**src/rtl/assert_macros.svh**
```systemverilog
// ----------------------------------------------------------------------------
// assert_macros.svh
// Assertion shorthands, sampled on clk_i and disabled while rst_ni is low.
// ----------------------------------------------------------------------------
`ifndef ASSERT_MACROS_SVH
`define ASSERT_MACROS_SVH

// Condition that must hold at every clock edge.
`define ASSERT_ALWAYS(lbl, expr) \
  lbl: assert property (@(posedge clk_i) disable iff (!rst_ni) (expr)) \
    else $error("assertion violated");

// Consequent that must hold in the same cycle as the antecedent.
`define ASSERT_IMPLIES(lbl, pre, post) \
  lbl: assert property (@(posedge clk_i) disable iff (!rst_ni) (pre) |-> (post)) \
    else $error("assertion violated");

`endif

```
**src/rtl/scba_pkg.sv**
```systemverilog
// ----------------------------------------------------------------------------
// scba_pkg
// Types, constants and elaboration helpers of the size class block allocator.
// ----------------------------------------------------------------------------
`default_nettype none

package scba_pkg;

  localparam int unsigned IDX_W       = 12;
  localparam int unsigned BONE_W      = 8;
  localparam int unsigned CLASS_LIMIT = 10;
  localparam int unsigned CLS_W       = $clog2(CLASS_LIMIT);
  localparam int unsigned RUN_W       = 9;
  localparam int unsigned SIZE_W      = 9;

  localparam int unsigned DEF_BLOCK_BONES = 4;
  localparam int unsigned DEF_MAX_BONES   = 64;
  localparam int unsigned DEF_HEAP_BLOCKS = 4096;
  localparam int unsigned DEF_STACK_DEPTH = 64;

  localparam int unsigned QUEUE_DEPTH = 2;
  localparam int unsigned QPTR_W      = $clog2(QUEUE_DEPTH);
  localparam int unsigned QCNT_W      = $clog2(QUEUE_DEPTH + 1);

  typedef enum logic {
    CMD_ALLOC = 1'b0,
    CMD_FREE  = 1'b1
  } cmd_e;

  typedef enum logic [1:0] {
    STATUS_OK         = 2'd0,
    STATUS_NO_SPACE   = 2'd1,
    STATUS_STACK_FULL = 2'd2
  } status_e;

  typedef enum logic {
    BK_IDLE,
    BK_READ
  } back_state_e;

  typedef struct packed {
    cmd_e              command;
    logic [BONE_W-1:0] bone_count;
    logic [IDX_W-1:0]  block_index;
  } in_item_t;

  typedef struct packed {
    logic [IDX_W-1:0] result_index;
    status_e          status;
    logic             fresh;
  } out_item_t;

  typedef struct packed {
    cmd_e             command;
    logic [CLS_W-1:0] cls;
    logic [RUN_W-1:0] run;
    logic [IDX_W-1:0] index;
  } op_t;

  function automatic int unsigned scba_num_classes(int unsigned block, int unsigned maxb);
    int unsigned size;
    int unsigned cnt;
    size = block;
    cnt  = 1;
    for (int unsigned j = 0; j + 1 < CLASS_LIMIT; j++) begin
      if (size < maxb) begin
        size = size * 2;
        if (size > maxb) begin
          size = maxb;
        end
        cnt = cnt + 1;
      end
    end
    return cnt;
  endfunction

  function automatic int unsigned scba_class_size(int unsigned block, int unsigned maxb,
                                                  int unsigned k);
    int unsigned size;
    size = block;
    for (int unsigned j = 0; j < CLASS_LIMIT; j++) begin
      if (j < k && size < maxb) begin
        size = size * 2;
        if (size > maxb) begin
          size = maxb;
        end
      end
    end
    return size;
  endfunction

endpackage

`default_nettype wire

```
**src/rtl/scba_ram.sv**
```systemverilog
// ----------------------------------------------------------------------------
// scba_ram
// Generic single write port, single read port RAM with registered read data.
// ----------------------------------------------------------------------------
`default_nettype none

module scba_ram #(
  parameter int unsigned WIDTH = 8,
  parameter int unsigned DEPTH = 16
) (
  input  wire logic                     clk_i,
  input  wire logic                     we_i,
  input  wire logic [$clog2(DEPTH)-1:0] waddr_i,
  input  wire logic [WIDTH-1:0]         wdata_i,
  input  wire logic                     re_i,
  input  wire logic [$clog2(DEPTH)-1:0] raddr_i,
  output logic      [WIDTH-1:0]         rdata_o
);

  logic [WIDTH-1:0] mem_q [DEPTH];
  logic [WIDTH-1:0] rdata_q;

  always_ff @(posedge clk_i) begin
    if (we_i) begin
      mem_q[waddr_i] <= wdata_i;
    end
    if (re_i) begin
      rdata_q <= mem_q[raddr_i];
    end
  end

  assign rdata_o = rdata_q;

endmodule

`default_nettype wire

```
**src/rtl/scba_fifo.sv**
```systemverilog
// ----------------------------------------------------------------------------
// scba_fifo
// Short queue of classified operations between the front and back parts.
// ----------------------------------------------------------------------------
`default_nettype none

module scba_fifo import scba_pkg::*; (
  input  wire logic clk_i,
  input  wire logic rst_ni,
  input  wire logic wr_i,
  input  wire op_t  wdata_i,
  output logic      full_o,
  input  wire logic rd_i,
  output op_t       rdata_o,
  output logic      valid_o
);

  op_t               entries_q [QUEUE_DEPTH];
  logic [QPTR_W-1:0] wptr_q, wptr_d;
  logic [QPTR_W-1:0] rptr_q, rptr_d;
  logic [QCNT_W-1:0] cnt_q, cnt_d;

  always_comb begin
    wptr_d = wptr_q;
    rptr_d = rptr_q;
    cnt_d  = cnt_q;
    if (wr_i) begin
      wptr_d = (wptr_q == QPTR_W'(QUEUE_DEPTH - 1)) ? '0 : wptr_q + 1'b1;
    end
    if (rd_i) begin
      rptr_d = (rptr_q == QPTR_W'(QUEUE_DEPTH - 1)) ? '0 : rptr_q + 1'b1;
    end
    if (wr_i && !rd_i) begin
      cnt_d = cnt_q + 1'b1;
    end else if (rd_i && !wr_i) begin
      cnt_d = cnt_q - 1'b1;
    end
  end

  always_ff @(posedge clk_i or negedge rst_ni) begin
    if (!rst_ni) begin
      wptr_q <= '0;
      rptr_q <= '0;
      cnt_q  <= '0;
    end else begin
      wptr_q <= wptr_d;
      rptr_q <= rptr_d;
      cnt_q  <= cnt_d;
    end
  end

  always_ff @(posedge clk_i) begin
    if (wr_i) begin
      entries_q[wptr_q] <= wdata_i;
    end
  end

  assign full_o  = (cnt_q == QCNT_W'(QUEUE_DEPTH));
  assign valid_o = (cnt_q != '0);
  assign rdata_o = entries_q[rptr_q];

endmodule

`default_nettype wire

```
**src/rtl/scba_front.sv**
```systemverilog
// ----------------------------------------------------------------------------
// scba_front
// Accepts requests, maps the bone count to a size class and run length,
// and hands the classified operation to the queue.
// ----------------------------------------------------------------------------
`default_nettype none

module scba_front import scba_pkg::*; #(
  parameter int unsigned BLOCK_BONES = DEF_BLOCK_BONES,
  parameter int unsigned MAX_BONES   = DEF_MAX_BONES,
  parameter int unsigned NUM_CLASSES = scba_num_classes(DEF_BLOCK_BONES, DEF_MAX_BONES)
) (
  input  wire logic     clk_i,
  input  wire logic     rst_ni,
  input  wire logic     in_valid_i,
  output logic          in_stall_o,
  input  wire in_item_t in_data_i,
  output logic          q_wr_o,
  output op_t           q_wdata_o,
  input  wire logic     q_full_i
);

  logic [SIZE_W-1:0] size_c [NUM_CLASSES];
  logic [RUN_W-1:0]  run_c  [NUM_CLASSES];

  for (genvar k = 0; k < NUM_CLASSES; k++) begin : g_cls
    localparam int unsigned Size = scba_class_size(BLOCK_BONES, MAX_BONES, k);
    localparam int unsigned Run  = (Size / BLOCK_BONES == 0) ? 1 : Size / BLOCK_BONES;
    assign size_c[k] = SIZE_W'(Size);
    assign run_c[k]  = RUN_W'(Run);
  end

  logic             vld_q, vld_d;
  op_t              op_q, op_d;
  logic             load;
  logic [CLS_W-1:0] cls;
  logic [RUN_W-1:0] run;

  always_comb begin
    cls = CLS_W'(NUM_CLASSES - 1);
    run = run_c[NUM_CLASSES-1];
    for (int k = int'(NUM_CLASSES) - 2; k >= 0; k--) begin
      if (SIZE_W'(in_data_i.bone_count) <= size_c[k]) begin
        cls = CLS_W'(k);
        run = run_c[k];
      end
    end
  end

  assign q_wr_o     = vld_q && !q_full_i;
  assign in_stall_o = vld_q && q_full_i;
  assign load       = in_valid_i && !in_stall_o;

  always_comb begin
    vld_d = load || (vld_q && !q_wr_o);
    op_d  = op_q;
    if (load) begin
      op_d.command = in_data_i.command;
      op_d.cls     = cls;
      op_d.run     = run;
      op_d.index   = in_data_i.block_index;
    end
  end

  always_ff @(posedge clk_i or negedge rst_ni) begin
    if (!rst_ni) begin
      vld_q <= 1'b0;
    end else begin
      vld_q <= vld_d;
    end
  end

  always_ff @(posedge clk_i) begin
    op_q <= op_d;
  end

  assign q_wdata_o = op_q;

endmodule

`default_nettype wire

```
**src/rtl/scba_back.sv**
```systemverilog
// ----------------------------------------------------------------------------
// scba_back
// Executes classified operations: per-class free stacks in RAM, stack
// counts, heap top, and the result register.
// ----------------------------------------------------------------------------
`default_nettype none
`include "assert_macros.svh"

module scba_back import scba_pkg::*; #(
  parameter int unsigned HEAP_BLOCKS = DEF_HEAP_BLOCKS,
  parameter int unsigned STACK_DEPTH = DEF_STACK_DEPTH,
  parameter int unsigned NUM_CLASSES = scba_num_classes(DEF_BLOCK_BONES, DEF_MAX_BONES)
) (
  input  wire logic clk_i,
  input  wire logic rst_ni,
  input  wire logic op_valid_i,
  input  wire op_t  op_i,
  output logic      op_pop_o,
  output logic      out_valid_o,
  input  wire logic out_stall_i,
  output out_item_t out_data_o
);

  localparam int unsigned CntW     = $clog2(STACK_DEPTH + 1);
  localparam int unsigned HeapW    = $clog2(HEAP_BLOCKS + 1);
  localparam int unsigned SumW     = ((HeapW > RUN_W) ? HeapW : RUN_W) + 1;
  localparam int unsigned MemDepth = NUM_CLASSES * STACK_DEPTH;
  localparam int unsigned AddrW    = $clog2(MemDepth);

  back_state_e      state_q, state_d;
  logic [CntW-1:0]  cnt_q [CLASS_LIMIT];
  logic [CntW-1:0]  cnt_d [CLASS_LIMIT];
  logic [HeapW-1:0] heap_q, heap_d;
  logic             out_vld_q, out_vld_d;
  out_item_t        out_q, out_d;

  logic [CntW-1:0]  cur_cnt;
  logic [AddrW-1:0] base;
  logic [SumW-1:0]  heap_sum;
  logic             no_space;
  logic             slot_free;
  logic             start;
  logic             out_load;
  logic             ram_we, ram_re;
  logic [AddrW-1:0] ram_waddr, ram_raddr;
  logic [IDX_W-1:0] ram_rdata;

  assign cur_cnt   = cnt_q[op_i.cls];
  assign base      = AddrW'(op_i.cls) * AddrW'(STACK_DEPTH);
  assign heap_sum  = SumW'(heap_q) + SumW'(op_i.run);
  assign no_space  = heap_sum > SumW'(HEAP_BLOCKS);
  assign slot_free = !out_vld_q || !out_stall_i;
  assign start     = (state_q == BK_IDLE) && op_valid_i && slot_free;
  assign op_pop_o  = start;

  always_comb begin
    state_d = state_q;
    unique case (state_q)
      BK_IDLE: begin
        if (start && op_i.command == CMD_ALLOC && cur_cnt != '0) begin
          state_d = BK_READ;
        end
      end
      BK_READ: state_d = BK_IDLE;
      default: state_d = BK_IDLE;
    endcase
  end

  always_comb begin
    cnt_d     = cnt_q;
    heap_d    = heap_q;
    out_d     = out_q;
    out_load  = 1'b0;
    ram_we    = 1'b0;
    ram_re    = 1'b0;
    ram_waddr = base + AddrW'(cur_cnt);
    ram_raddr = base + AddrW'(cur_cnt - 1'b1);
    unique case (state_q)
      BK_IDLE: begin
        if (start) begin
          out_d.result_index = '0;
          out_d.status       = STATUS_OK;
          out_d.fresh        = 1'b0;
          unique case (op_i.command)
            CMD_ALLOC: begin
              if (cur_cnt != '0) begin
                cnt_d[op_i.cls] = cur_cnt - 1'b1;
                ram_re          = 1'b1;
              end else if (no_space) begin
                out_d.status = STATUS_NO_SPACE;
                out_load     = 1'b1;
              end else begin
                out_d.result_index = IDX_W'(heap_q);
                out_d.fresh        = 1'b1;
                heap_d             = HeapW'(heap_sum);
                out_load           = 1'b1;
              end
            end
            CMD_FREE: begin
              if (cur_cnt == CntW'(STACK_DEPTH)) begin
                out_d.status = STATUS_STACK_FULL;
              end else begin
                cnt_d[op_i.cls] = cur_cnt + 1'b1;
                ram_we          = 1'b1;
              end
              out_load = 1'b1;
            end
            default: ;
          endcase
        end
      end
      BK_READ: begin
        out_d.result_index = ram_rdata;
        out_d.status       = STATUS_OK;
        out_d.fresh        = 1'b0;
        out_load           = 1'b1;
      end
      default: ;
    endcase
    out_vld_d = out_load || (out_vld_q && out_stall_i);
  end

  always_ff @(posedge clk_i or negedge rst_ni) begin
    if (!rst_ni) begin
      state_q   <= BK_IDLE;
      heap_q    <= '0;
      out_vld_q <= 1'b0;
      for (int i = 0; i < CLASS_LIMIT; i++) begin
        cnt_q[i] <= '0;
      end
    end else begin
      state_q   <= state_d;
      heap_q    <= heap_d;
      out_vld_q <= out_vld_d;
      cnt_q     <= cnt_d;
    end
  end

  always_ff @(posedge clk_i) begin
    out_q <= out_d;
  end

  scba_ram #(
    .WIDTH (IDX_W),
    .DEPTH (MemDepth)
  ) u_stack_ram (
    .clk_i   (clk_i),
    .we_i    (ram_we),
    .waddr_i (ram_waddr),
    .wdata_i (op_i.index),
    .re_i    (ram_re),
    .raddr_i (ram_raddr),
    .rdata_o (ram_rdata)
  );

  assign out_valid_o = out_vld_q;
  assign out_data_o  = out_q;

  `ASSERT_IMPLIES(a_read_slot_empty, state_q == BK_READ, !out_vld_q && !op_pop_o)
  `ASSERT_ALWAYS(a_heap_in_range, heap_q <= HeapW'(HEAP_BLOCKS))
  `ASSERT_IMPLIES(a_count_in_range, op_valid_i, cur_cnt <= CntW'(STACK_DEPTH))

endmodule

`default_nettype wire

```
**src/rtl/size_class_block_allocator.sv**
```systemverilog
// ----------------------------------------------------------------------------
// size_class_block_allocator
// Hands out and takes back runs of heap blocks by power-of-two size class.
//
// Input channel (in_valid_i / in_stall_o / in_data_i): one request per
// transaction, allocate or release, with a bone count and, on release, the
// first block of the run. Output channel (out_valid_o / out_stall_i /
// out_data_o): exactly one result per request, in request order.
// A result passes the front register, the queue and the result register;
// an allocation served from a class free stack also waits for its stack
// RAM read. Up to one request per cycle is sustained while the receiver
// does not stall and no stack-served allocation waits in BK_READ.
// Reset clears all stack counts, the heap top and every valid flag; the
// stack RAM holds no reset state and needs no clearing. While the receiver
// stalls, the result register holds and the front keeps accepting until
// its register and the 2-entry queue fill, then raises in_stall_o.
// ----------------------------------------------------------------------------
`default_nettype none

module size_class_block_allocator import scba_pkg::*; #(
  parameter int unsigned BLOCK_BONES = DEF_BLOCK_BONES,
  parameter int unsigned MAX_BONES   = DEF_MAX_BONES,
  parameter int unsigned HEAP_BLOCKS = DEF_HEAP_BLOCKS,
  parameter int unsigned STACK_DEPTH = DEF_STACK_DEPTH
) (
  input  wire logic     clk_i,
  input  wire logic     rst_ni,
  input  wire logic     in_valid_i,
  output logic          in_stall_o,
  input  wire in_item_t in_data_i,
  output logic          out_valid_o,
  input  wire logic     out_stall_i,
  output out_item_t     out_data_o
);

  localparam int unsigned NumClasses = scba_num_classes(BLOCK_BONES, MAX_BONES);

  logic q_wr, q_full, q_rd, q_valid;
  op_t  q_wdata, q_rdata;

  scba_front #(
    .BLOCK_BONES (BLOCK_BONES),
    .MAX_BONES   (MAX_BONES),
    .NUM_CLASSES (NumClasses)
  ) u_front (
    .clk_i      (clk_i),
    .rst_ni     (rst_ni),
    .in_valid_i (in_valid_i),
    .in_stall_o (in_stall_o),
    .in_data_i  (in_data_i),
    .q_wr_o     (q_wr),
    .q_wdata_o  (q_wdata),
    .q_full_i   (q_full)
  );

  scba_fifo u_fifo (
    .clk_i   (clk_i),
    .rst_ni  (rst_ni),
    .wr_i    (q_wr),
    .wdata_i (q_wdata),
    .full_o  (q_full),
    .rd_i    (q_rd),
    .rdata_o (q_rdata),
    .valid_o (q_valid)
  );

  scba_back #(
    .HEAP_BLOCKS (HEAP_BLOCKS),
    .STACK_DEPTH (STACK_DEPTH),
    .NUM_CLASSES (NumClasses)
  ) u_back (
    .clk_i       (clk_i),
    .rst_ni      (rst_ni),
    .op_valid_i  (q_valid),
    .op_i        (q_rdata),
    .op_pop_o    (q_rd),
    .out_valid_o (out_valid_o),
    .out_stall_i (out_stall_i),
    .out_data_o  (out_data_o)
  );

endmodule

`default_nettype wire
```
**config.mk**
```make
export PLATFORM = sky130hd
export DESIGN_NAME = size_class_block_allocator
export DESIGN_NICKNAME = d
export VERILOG_FILES = /design/src/rtl/scba_pkg.sv /design/src/rtl/scba_ram.sv /design/src/rtl/scba_fifo.sv /design/src/rtl/scba_front.sv /design/src/rtl/scba_back.sv /design/src/rtl/size_class_block_allocator.sv
export VERILOG_INCLUDE_DIRS = /design/src /design/src/rtl
export SDC_FILE = /design/constraint.sdc
export NUM_CORES = 2
export LEC_CHECK = 0
export BUFFER_PORTS_ARGS = -buffer_cell sky130_fd_sc_hd__clkbuf_2
export CORE_UTILIZATION = 53
export DETAILED_ROUTE_END_ITERATION = 8
export PLACE_DENSITY = 0.68
export SETUP_SLACK_MARGIN = 0.4
export SLEW_MARGIN = 15
export SYNTH_ARGS = -nofsm -noshare
export SYNTH_HDL_FRONTEND = slang
export SYNTH_SLANG_ARGS = --single-unit
```
**constraint.sdc**
```tcl
create_clock -name clk_i -period 5.6 [get_ports clk_i]
set_input_delay 0 -clock clk_i [delete_from_list [all_inputs] [get_ports clk_i]]
set_output_delay 0 -clock clk_i [all_outputs]
set_load 0.03 [all_outputs]
```
=== Yosys cells after proc, flatten, opt, wreduce, memory -nomap -nowiden ===
Memories as Yosys holds them, arrays and structs flattened. A register that Yosys moved wholly into a read port is not among the register bits.
Cells that the tools add are included.

* Memories kept: 2
* Register bits: 126
* Output and inout bits: 17
* Input port bits: 25
* Logic and storage cells: 133
* RAM bits: 3882

* Order comparisons: 7
* Add/subtract/negate cells: 10
* Mux-type cells: 48
* Bitwise gates (word level): 5
* Equal/unequal tests: 5
* Reduce and logical (&&, ||, !) cells: 28

{| class="wikitable"
|+ Memory list
! memory !! words !! width !! read ports !! clocked after Yosys merged registers in !! wr ports !! RTL line !! RTL
|-
| u_back.u_stack_ram.mem_q || 320 || 12 || 1 || 1 || 1 || scba_ram.sv:20 || <nowiki>logic [WIDTH-1:0] mem_q [DEPTH];</nowiki>
|-
| u_fifo.entries_q || 2 || 21 || 1 || 0 || 1 || scba_fifo.sv:18 || <nowiki>op_t entries_q [QUEUE_DEPTH];</nowiki>
|}

{| class="wikitable"
|+ Operator list
! cell !! count
|-
| $bwmux W70 || 2
|-
| $mux W70 || 2
|-
| $pmux W70 S2 || 1
|-
| $mux W15 || 2
|-
| $pmux W15 S2 || 1
|-
| $bmux W7 S4 || 1
|-
| $demux W7 S4 || 1
|-
| $mux W12 || 2
|-
| $mux W1 || 21
|-
| $mux W7 || 3
|-
| $add A13 B9 Y14 || 1
|-
| $gt A14 B13 Y1 const B || 1
|-
| $logic_and A1 B1 Y1 || 12
|-
| $mux W2 || 5
|-
| $add A9 B7 Y9 || 1
|-
| $add A9 B9 Y9 || 1
|-
| $le A8 B3 Y1 const B || 1
|-
| $le A8 B4 Y1 const B || 1
|-
| $le A8 B5 Y1 const B || 1
|-
| $le A8 B6 Y1 const B || 1
|-
| $sub A7 B1 Y8 const B || 1
|-
| $add A7 B1 Y7 const B || 1
|-
| $eq A7 B7 Y1 const B || 1
|-
| $reduce_bool A7 Y1 || 1
|-
| other kinds (22) || 38
|}

=== Logic depth before layout (Yosys ltp) ===
An unclocked memory read counts as a cell.

* Depth in word-level cells: 12
* Mapped depth: 20
* Gate-level depth less buffers: 18

=== Cells and area by module ===
From an unflattened synthesis, not the netlist that was laid out.

* Cells, all modules: 7462
* Area total of the unflattened synthesis: 157093.2 um2

{| class="wikitable"
|+ Modules (own cells, without submodules)
! module !! times used !! area each (um2) !! cells an instance !! seq. area each (um2)
|-
| scba_ram || 1 || 148573.7 || 6877 || 115670.9
|-
| scba_back || 1 || 5467.7 || 428 || 2577.5
|-
| scba_fifo || 1 || 2165.8 || 97 || 1661.6
|-
| scba_front || 1 || 885.8 || 60 || 625.6
|}

=== Worst setup path before layout ===
Ideal clock, no wire load.

* Path kind: reg-to-reg
* From: mem u_fifo.entries_q[1][18] in the netlist's numbering
* To: reg u_back.u_stack_ram.rdata_q[10], in the netlist u_back.u_stack_ram.rdata_o[10] (read register of u_back.u_stack_ram.mem_q) (data pin)
* Stages on the path, launching flop included: 19
* Data arrival time: 4.566 ns
* Required time: 5.344 ns
* Path slack: 0.779 ns
* Period minus slack after synthesis: 4.821 ns
* Path buffers: 1
* Setup time: 0.256 ns
* Path through: edfxtp_1 > clkbuf_1 > mux2i_4 > inv_2 > mux4_2 > mux2i_4 > ha_1 > inv_1 > a2111oi_4 > nand2_1 > xnor2_1 > ha_1 > fa_1 > xnor2_1 > xnor2_1 > nor2b_1 > nand4_1 > or4_1 > o211a_1

* Word-level cells in the longest chain between the ends: 10
* Elaborated cells on any way between the ends: 12
* Those cells by class: add/sub: 2; mux: 7; bitwise: 1; reduce/logical: 1; memory: 1

{| class="wikitable"
|+ Ends and longest elaborated chain
! element !! RTL line !! RTL
|-
| from (decl) || scba_fifo.sv:18 ||
|-
| $mem_v2 Z2 W21 (*) || -- ||
|-
| branches (longest 9 deep; another with $add A9 B9 Y9) || -- ||
|-
| to (decl) || scba_ram.sv:21 || <nowiki>logic [WIDTH-1:0] rdata_q;</nowiki>
|}

Every way passes the cells marked *. The select of a mux whose other input is x is not followed.
A chain may end at the register's enable or synchronous reset.

=== Worst setup path in the final report ===
* From: reg u_fifo.rptr_q
* To: reg u_back.u_stack_ram.rdata_q[7], in the netlist u_back.u_stack_ram.rdata_o[7] (read register of u_back.u_stack_ram.mem_q) (data pin)

* Word-level cells in the longest chain between the ends: 10
* Elaborated cells on any way between the ends: 12
* Those cells by class: add/sub: 2; mux: 7; bitwise: 1; reduce/logical: 1; memory: 1

{| class="wikitable"
|+ Ends and longest elaborated chain
! element !! RTL line !! RTL
|-
| from (decl) || scba_fifo.sv:20 || <nowiki>logic [QPTR_W-1:0] rptr_q, rptr_d;</nowiki>
|-
| from (signal assigned) || scba_fifo.sv:47 || <nowiki>rptr_q <= rptr_d;</nowiki>
|-
| $mem_v2 Z2 W21 (*) || -- ||
|-
| branches (longest 9 deep; another with $add A9 B9 Y9) || -- ||
|}

Marked as above.

==> results.toml <==
[run_status]
outcome = "completed"

[critical_path]
r2r_cells = 19
critPathRequiredTime_ps = 6300
r2r_end = "u_back.u_stack_ram.rdata_o[7]"
rrSetupSlack_ps = 310
critPathArrivalTime_ps = 5990
crit_path_end_kind = "register"
critPathMaxFanout = 15
criticalPathCategory = "reg2reg"
startpoint_type = "register"
r2r-start = "u_fifo.rptr_q"

[finish]
drive_gt1_share_pct = 26.5
final_nets = 8589
fillers = 20100
final_common_cell = "edfxtp_1"
final_cell_mix = "3927 x edfxtp_1, 971 x mux4_2, 938 x nand2_1"
layout-area-overhead-vs-synth_pct = 14.5

[route]
drt_wl_total_mm = 403
avgRoutedWirePerCell_um = 31.5
viasPerCell = 6.39
drt_first_pass_iters = 6
antenna_left = 0
num_vias = 81800
drt_iter0_drc = 11700
drc = 0

[floorplan]
initial_utilization_pct = 53.5
die_x_um = 545
fp-row-count = 198
core_sq_um = 292000
io_pins = 42
dieArea_sq_um = 297000
die_h_um = 545

[synthesis]
synth_area_per_cell_sq_um = 19.8
synth-seq-cells = 4003
synth_ff_type = "edfxtp_1"
synth_edf_count = 3927
ys_seq_area_share_pct = 76.7
netlist_area_sq_um = 156000
synth_fp_nets = 7934
ys_types = 81
async_flop_share_pct = 1.90
synth_cells = 7893
ys_warn_count = 0

[place]
gp_congestion = 0.927
place_hpwl_mm = 241
port_buffers = 41
place_ws_ps = -80.7

[min_path]
hold_path_class = "in2async"

[clock_tree]
clk_pin_slew_ps = 60
tritoncts = "yes"
clock_latency_ps = 960
cts.sinks = 4003
clock_path_buffers = 4
htree_num_levels = 5
numCtsBuffers = 398
clock-root-buffer = "clkbuf_16"

[global_route]
antenna_found_initial = 22
grt_pass1_wl_mm = 579
gr-usage-all-layers_pct = 27.2
overflow = 0
grt_max_degree = 157
grt_pass1_vias = 81200

[sta]
max_slew_margin_pct = 2.89
fin_skew_ps = 67.7
max_freq_mhz = 189
fin_crit_ps = 5290
worst_pin_slew_ps = 1460
finalMaxSlewViolations = 0
finalHoldViolCount = 0
setup_violations = 0
rsz0062_at_grt = "yes"
finalCritPeriodShare_pct = 94.4
setup_tns_ps = 0
postLayoutSetupSlackWorst_ps = 313

[job]
maxCapViolCount = 0
## cell type report
cell class	instances	area, sq um	share of cell area (%)
flip-flops and latches	4003	120000	67.0
multi-input cells	3415	34700	19.4
clock buffers	502	10500	5.85
repair buffers	709	6320	3.53
well taps	3900	4880	2.73
clock inverters	234	2460	1.38
inverters	21	103	0.0574
diodes	20	50.0	0.0280
## registers in the layout (all words and copies together), names as in the netlist
register and count:
u_back.out_data_o 15, u_fifo.rptr_q 1, u_back.cnt_q 56, u_back.out_valid_o 1
u_fifo.cnt_q 2, u_front.q_wdata_o 20, u_back.u_stack_ram.rdata_o 12, u_back.heap_q 13
u_fifo.entries_q 40, u_back.u_stack_ram.mem_q 3840, u_fifo.wptr_q 1, u_back.state_q 1
u_front.vld_q 1
## worst max-delay path, stage by stage, from the launching register on
cell	delay, ps
dfrtp_2	420
buf_12	160
mux2i_4	290
inv_4	120
mux4_2	330
mux2i_4	260
ha_4	190
inv_2	80
a2111oi_4	350
nand2_1	110
xnor2_1	140
ha_2	200
fa_1	470
xnor2_2	180
xnor2_2	190
nor2_1	190
buf_6	200
and4_4	270
nand4_1	470
and3_1	410
## logic make-up (layout without fill, tap and decap cells)
logic type                 count (synthesis)  in the layout  synth area share (%)
and+or+nand+nor                         2101           2102                  5.93
adders and majority gates                 16             16                 0.138
AOI/OAI and AO/OA                        194            195                 0.908
DFF                                     4003           4003                  76.7
buffers and inverters                    477           1466                  1.37
muxes                                   1068           1068                  14.7
xor gates and xnor gates                  34             34                 0.191
other                                      0             20                     0
## metrics by stage
stage                     hold WS, ps  instances  instance area [sq um]  util (%)
after global routing             89.0      12800                 179000      61.2
after global placement            181      12000                 165000      56.4
final                            96.8      12800                 179000      61.2
after floorplan                  -296       7893                 156000         -
after detailed placement          179      12000                 165000      56.4
after CTS                        8.83      12800                 178000      61.1
## Yosys cell counts (all sizes together) (3+ instances only)
cell,n,area [sq um]
and4,22,193
a31oi,27,169
nand3,554,2770
or4,4,30.0
o21ai,27,143
and2,9,56.3
nor3b,8,65.1
xnor2,23,201
a221oi,7,67.6
nand2,942,3540
nand4,51,319
or3b,3,26.3
mux2i,28,330
or3,4,25.0
or2,4,25.0
inv,20,75.1
edfxtp,3927,118000
a21oi,33,180
a22o,18,158
nor3,26,145
nand3b,5,37.5
buf,204,1120
nor2b,7,43.8
a311oi,25,219
nand2b,6,37.5
a211oi,25,188
mux4,971,21900
clkbuf,252,947
a211o,3,26.3
nor2,373,1410
and3,79,494
dfrtp,76,1900
ha,14,175
mux2,69,777
xor2,11,96.3
a32oi,3,26.3
## routing by layer
metal | routed length, um | GRT usage (%)
met3 | 44000 | 6.52
met4 | 15300 | 9.53
met1 | 156000 | 38.9
met5 | 86 | 0
met2 | 187000 | 41.3
## how the worst max path moves through the flow
stage                                  from                          endpoint  slack [ps]  depth (start not counted)
floorplan           u_fifo.entries_q[1][18]    u_back.u_stack_ram.rdata_o[10]         780                         18
global placement    u_fifo.entries_q[1][18]     u_back.u_stack_ram.rdata_o[3]        -110                         17
detailed placement  u_fifo.entries_q[1][18]     u_back.u_stack_ram.rdata_o[3]         -80                         17
CTS                           u_fifo.rptr_q  u_back.u_stack_ram.mem_q[150][6]         410                         18
global route                  u_fifo.rptr_q     u_back.u_stack_ram.rdata_o[7]         260                         19
finish                        u_fifo.rptr_q     u_back.u_stack_ram.rdata_o[7]         310                         19
## repair_timing
| item | 4_1_cts | 5_1_grt |
|---|---|---|
| gates resized for setup | 19 | 52 |
| pin swaps | 8 | 15 |
| endpoints found under the setup margin | 56 | 551 |
| buffers inserted | 9 | 5 |
| hold endpoints to repair | 132 | 0 |
| hold buffers | 50 | 0 |
| cloned | 2 | 3 |
Power is not shown: default switching activity piles up to over one toggle a cycle in this logic, so the estimate is an artifact.
